## config.mk

```make
export PLATFORM = sky130hd
export DESIGN_NAME = trls_cell
export DESIGN_NICKNAME = d
export VERILOG_FILES = /design/src/hdl/trls_pkg.sv /design/src/hdl/trls_cell.sv
export SDC_FILE = /design/constraint.sdc
export NUM_CORES = 1
export LEC_CHECK = 0
export BUFFER_PORTS_ARGS = -buffer_cell sky130_fd_sc_hd__buf_2
export CAP_MARGIN = 20
export CORE_AREA = 2 2 147 149
export DETAILED_ROUTE_END_ITERATION = 10
export DIE_AREA = 0 0 149 151
export RECOVER_POWER = 50
export SETUP_SLACK_MARGIN = 0.02
export SYNTH_ARGS = -nofsm -noshare
export SYNTH_HDL_FRONTEND = slang
export SYNTH_SLANG_ARGS = --single-unit
```

## constraint.sdc

```tcl
create_clock -name clock -period 6.4 [get_ports clock]
set_input_delay 1.92 -clock clock [delete_from_list [all_inputs] [get_ports clock]]
set_output_delay 1.92 -clock clock [all_outputs]
set_load 0.02 [all_outputs]
```

## src/hdl/trls_pkg.sv

```systemverilog
// Shared types, codes and helper functions for the timestamp range log store.
package trls_pkg;

   localparam int TIME_W      = 56;
   localparam int TIME_DIGITS = 14;
   localparam int LOG_ID_W    = 16;
   localparam int GRAN_W      = 3;
   localparam int STATUS_W    = 2;

   // Command codes
   localparam logic CMD_PUT = 1'b0;
   localparam logic CMD_GET = 1'b1;

   // Response status codes
   localparam logic [STATUS_W-1:0] STATUS_STORED = 2'd0;
   localparam logic [STATUS_W-1:0] STATUS_FULL   = 2'd1;
   localparam logic [STATUS_W-1:0] STATUS_RANGE  = 2'd2;

   // Granularity codes
   localparam logic [GRAN_W-1:0] GRAN_YEAR   = 3'd0;
   localparam logic [GRAN_W-1:0] GRAN_MONTH  = 3'd1;
   localparam logic [GRAN_W-1:0] GRAN_DAY    = 3'd2;
   localparam logic [GRAN_W-1:0] GRAN_HOUR   = 3'd3;
   localparam logic [GRAN_W-1:0] GRAN_MINUTE = 3'd4;

   localparam logic [3:0] FILL_LOW  = 4'd0;
   localparam logic [3:0] FILL_HIGH = 4'd9;

   // Broadcast control for every cell of the chain
   typedef struct packed {
      logic              ins;       // sorted insert of key
      logic              rot;       // rotate occupied cells toward cell 0
      logic [TIME_W-1:0] key;       // timestamp being inserted
   } cell_ctrl_type;

   // Replace the digits below the kept prefix with the fill digit.
   function automatic logic [TIME_W-1:0] fill_time(input logic [TIME_W-1:0] t,
                                                  input logic [GRAN_W-1:0] gran,
                                                  input logic [3:0]        fill);
      logic [3:0]        dropped;
      logic [TIME_W-1:0] res;
      case (gran)
         GRAN_YEAR:   dropped = 4'd10;
         GRAN_MONTH:  dropped = 4'd8;
         GRAN_DAY:    dropped = 4'd6;
         GRAN_HOUR:   dropped = 4'd4;
         GRAN_MINUTE: dropped = 4'd2;
         default:     dropped = 4'd0;
      endcase
      res = t;
      for (int i = 0; i < TIME_DIGITS; i++) begin
         if (4'(i) < dropped) begin
            res[4*i +: 4] = fill;
         end
      end
      return res;
   endfunction

endpackage

```

## src/hdl/trls_cell.sv

```systemverilog
// One cell of the sorted chain: holds one entry, shifts right on insert, rotates left on a scan.
module trls_cell #(
   parameter int IDX   = 0,
   parameter int ID_W  = 16,
   parameter int CNT_W = 7
) (
   input  logic                          clock,
   input  trls_pkg::cell_ctrl_type       ctrl,
   input  logic [CNT_W-1:0]              count,
   input  logic [ID_W-1:0]               new_id,
   input  logic [trls_pkg::TIME_W-1:0]   prev_time,
   input  logic [ID_W-1:0]               prev_id,
   input  logic                          prev_gt,
   input  logic [trls_pkg::TIME_W-1:0]   next_time,
   input  logic [ID_W-1:0]               next_id,
   input  logic [trls_pkg::TIME_W-1:0]   head_time,
   input  logic [ID_W-1:0]               head_id,
   output logic [trls_pkg::TIME_W-1:0]   time_q,
   output logic [ID_W-1:0]               id_q,
   output logic                          gt
);
   import trls_pkg::*;

   localparam logic [CNT_W-1:0] MY_POS  = CNT_W'(IDX);
   localparam logic [CNT_W-1:0] NXT_POS = CNT_W'(IDX + 1);

   logic [TIME_W-1:0] time_ff, time_in;
   logic [ID_W-1:0]   id_ff, id_in;
   logic              occ;
   logic              first_free;

   assign occ        = MY_POS < count;
   assign first_free = MY_POS == count;
   // Entry is strictly later than the key: it moves up one place
   assign gt         = occ && (time_ff > ctrl.key);

   // Insert shifts later entries right; rotate pulls from the neighbor
   always_comb begin
      time_in = time_ff;
      id_in   = id_ff;
      if (ctrl.ins && (gt || first_free)) begin
         if (prev_gt) begin
            time_in = prev_time;
            id_in   = prev_id;
         end else begin
            time_in = ctrl.key;
            id_in   = new_id;
         end
      end else if (ctrl.rot) begin
         if (NXT_POS < count) begin
            time_in = next_time;
            id_in   = next_id;
         end else if (NXT_POS == count) begin
            time_in = head_time;
            id_in   = head_id;
         end
      end
   end

   always_ff @(posedge clock) begin
      time_ff <= time_in;
      id_ff   <= id_in;
   end

   assign time_q = time_ff;
   assign id_q   = id_ff;

endmodule

```

==> metrics list <==
- For this block, the via count after detailed routing is 5258.
* Overall global routing resource usage: 15.79%
- Final Routed Wirelength: 18730 um
- For the worst setup path, the data arrival time is 4140 ps.
- For this run, the share of the core covered by cells in the final layout is 39.69%.
- The number of antenna violations at the first check in global routing is 0.
- Latest clock arrival within the worst-skew pair: 340 ps
- After the last flow step, the layout net total stands at 1236.
- After clock tree synthesis, the clock-pin slew on the worst setup and hold paths is 70 ps.
- Kind of start point of the critical path: input pin
* Pin count of the biggest net entering global routing: 73
- RSZ-0062 raised after global routing: false
- Endpoint kind of the worst setup timing path: output port
- Number of antenna repair diodes: 0
* Top-Level Pins: 372
* Peak fanout along the critical path: 4
- For this block, wires on met1 add up to 7606 um.
- For this design the ratio of total power to cell area is 205.8 nW/um^2.
- The tree is rooted in a clkbuf_16.
- Max-slew violations: 107
- Async set-or-reset flop fraction in the synthesized netlist: 0%
* Ordered list of cells on the worst path: clkbuf_1 -> inv_1 -> ha_1 -> nand4_2 -> nor4_2 -> and3_1 -> nor2b_1 -> a221oi_1 -> nor3b_1 -> nor3_1 -> buf_2
* Class of the most critical hold timing path: input pin to flop
- In the synthesized netlist the dominant register cell turns out to be edfxtp_1.
* Final worst path period need: 6063 ps
* Post-synthesis instance total: 518
* Leak Pwr: 0.004469 uW
* Seq cells post-synth: 72
- The worst path uses 94.74% of the clock period.
* Number of buffers created by CTS: 9
* Highest attainable clock frequency: 0.1649 GHz
- Slew at the pin closest to its max-slew limit: 2247 ps
- On the critical path, the stage with the largest delay is an instance of nor4_2.
- Via count of the first global-routing pass: 5349
- The clock passes through at most 2 buffers.
- Dividing the detail-routed via count by the number of cells gives 4.533.
- For this block, the initial DRC count from the detailed router was 129.
- The number of gates resized after CTS was 0.
- The highest metal layer carrying signal wires in the routed design is met4.
- Die Span Y: 151 um
- After detailed routing, the average wire length per cell comes to 16.15 um.
- CTS saw 72 sinks.
- The number of nets in the synthesized netlist is 873.
- The run finished, with violations left.
* Combinational fraction of design power: 32.6%
- Area of the die: 22500 um^2
* Starting density of the core: 28.58%
* Hold_buf cts: 0
* Placed cell area: 8093 um^2
- The first global-routing pass estimated 27390 um of wire.
- Compared with the post-synthesis result, the final layout area differs by 38.90%.
- Placed Instances: 1145
- Depth of the worst hold-timing path: 3
* Proportion of layout cells with a drive suffix above 1: 36.38%
- Critical Setup Path Class: input pin to output port
- For this run the aggregate overflow at the end of global routing stands at 0.
* Post-synthesis instance area: 5951 um^2
- Post-route standard cell area excluding fillers: 8265 um^2
* Row count: 53
- For this run, the slowest stage of the critical path takes 430 ps.
- Setup violation total in the final timing report: 0
- Detailed-placement wirelength estimate: 15170 um
- The die is 149 um wide.
- Detailed routing placed a total of 1361 um of wire on met3.
- Library cells used by synthesis: 32
- Worst Path Required: 4480 ps
* Max cap viols: 2
- Length of the first detailed-routing pass in iterations: 4
- Post-CTS Setup Repair Bufs: 0
* Core footprint: 20820 um^2
- Cell internal power dissipation: 1142 uW
- In this run switching power makes up 32.86% of total power.
- Number of port buffers: 371
- TritonCTS clock tree: done
- In this run the remaining antenna-violating nets after routing total 0.
- VDD sags by at most 0.1085 mV.
* Summed negative setup slack over all endpoints: 0 ps
- After detailed routing, the number of remaining DRC violations is 0.
- Setup skew after layout: 11.01 ps
* P_sw: 559.0 uW
* Post-Syn Area per Cell: 11.49 um^2
- Non-Filler Instances: 1160
- The layout has 2125 filler cells.
- The share of total power dissipated in sequential elements is 37.6%.
* Detailed-routed wire length on met2: 9560 um
- Hold Fails Final Rpt: 0
* Clk network pwr share: 29.8%
- The number of cells on the worst reg-to-reg path is 9.
- Sequential cells were found to cover 36.33% of the synthesized design area.
- Number of enable-type register cells in the synthesized netlist: 72
- Deepest level of the CTS H-tree: 3
* Synthesis Warnings: 0
- The final reports fail on capacitance limit, slew limit.
- Headroom to the max-slew limit came out at -49.78%.
- GPL Wtd Cong: 0.7658
==> cell families after synthesis <==
logic type | after synthesis | synth area share [%]
AND/OR/NAND/NOR | 50 | 4.584
adder cells (fa/ha/maj) | 56 | 11.77
multiplexers | 216 | 36.33
AO/OA/AOI/OAI | 44 | 4.920
buffers and inverters | 80 | 6.056
flip-flops | 72 | 36.33
==> through the flow <==
stage | worst slack, ps | hold slack, ps | total power [uW]
global placement | 313.9 | 1660 | 1215
finish | 336.7 | 1938 | 1701
floorplan | 700.0 | 1342 | 989.9
CTS | 236.2 | 1707 | 1738
detailed placement | 247.4 | 1690 | 1223
global route | 54.70 | 1947 | 1804
==> power groups by stage <==
stage | Combinational (uW) | Sequential (uW) | Clock (uW)
after detailed placement | 576 | 647 | 0
final | 554 | 640 | 507
after global routing | 615 | 649 | 541
after floorplan | 264 | 726 | 0
after global placement | 571 | 644 | 0
after CTS | 578 | 638 | 523
==> cell type report <==
cell class	count	area, um^2	area share, %
Clock buffer	9	225.2	2.725
Clock inverter	6	61.31	0.7417
Inverter	56	210.2	2.543
Multi-Input combinational cell	366	3447	41.70
Sequential cell	72	2162	26.16
Tap cell	275	344.1	4.163
Timing Repair Buffer	376	1815	21.96
==> cell usage in the layout, fill, tap and decap left out, types with 9 or more instances in the layout <==
cell,n
a21oi_1,19
buf_2,298
clkbuf_1,73
clkbuf_16,9
edfxtp_1,72
ha_1,56
inv_1,56
mux2i_1,216
nand2_1,10
nand4_1,10
==> metal layers <==
metal	track usage [%]	up-vias
met3	3.675	11
met4	4.810	0
li1	-	2672
met5	0	-
met1	18.39	2357
met2	28.76	218
==> flip-flops by register name, indices dropped and copies added (netlist names) <==
name / flops
id_q: 16
time_q: 56
==> critical path: cells and delay by family <==
family	cells	cell delay (ps)
adders and majority gates	1	310
AOI/OAI and AO/OA	1	130
and+or+nand+nor	6	1440
buffers and inverters	3	340
==> cells in the mapped netlist (2+ instances only) <==
cell type | instances | area share [%]
mux2i_1 | 216 | 36
edfxtp_1 | 72 | 36
ha_1 | 56 | 12
inv_1 | 56 | 3.5
a21oi_1 | 20 | 1.7
clkbuf_1 | 16 | 1.0
nand2_1 | 11 | 0.69
nand4_1 | 10 | 1.1
buf_6 | 8 | 1.5
nand3_1 | 7 | 0.59
a21o_1 | 6 | 0.76
nor3_1 | 6 | 0.50
nor2_1 | 5 | 0.32
o21ai_0 | 5 | 0.42
a221o_1 | 4 | 0.67
a211oi_1 | 2 | 0.25
nor2b_1 | 2 | 0.21
nor4_1 | 2 | 0.21
==> worst paths after layout <==
path / start / endpoint / slack (ps)
worst max-delay path: ctrl[55] / gt / 340
worst min-delay path: next_time[15] / time_q[15] / 1940
worst max register to register: time_q[54] / time_q[39] / 1860
worst min register to register: time_q[1] / time_q[8] / 2430
Note: power is estimated with default switching activity, not from simulation.
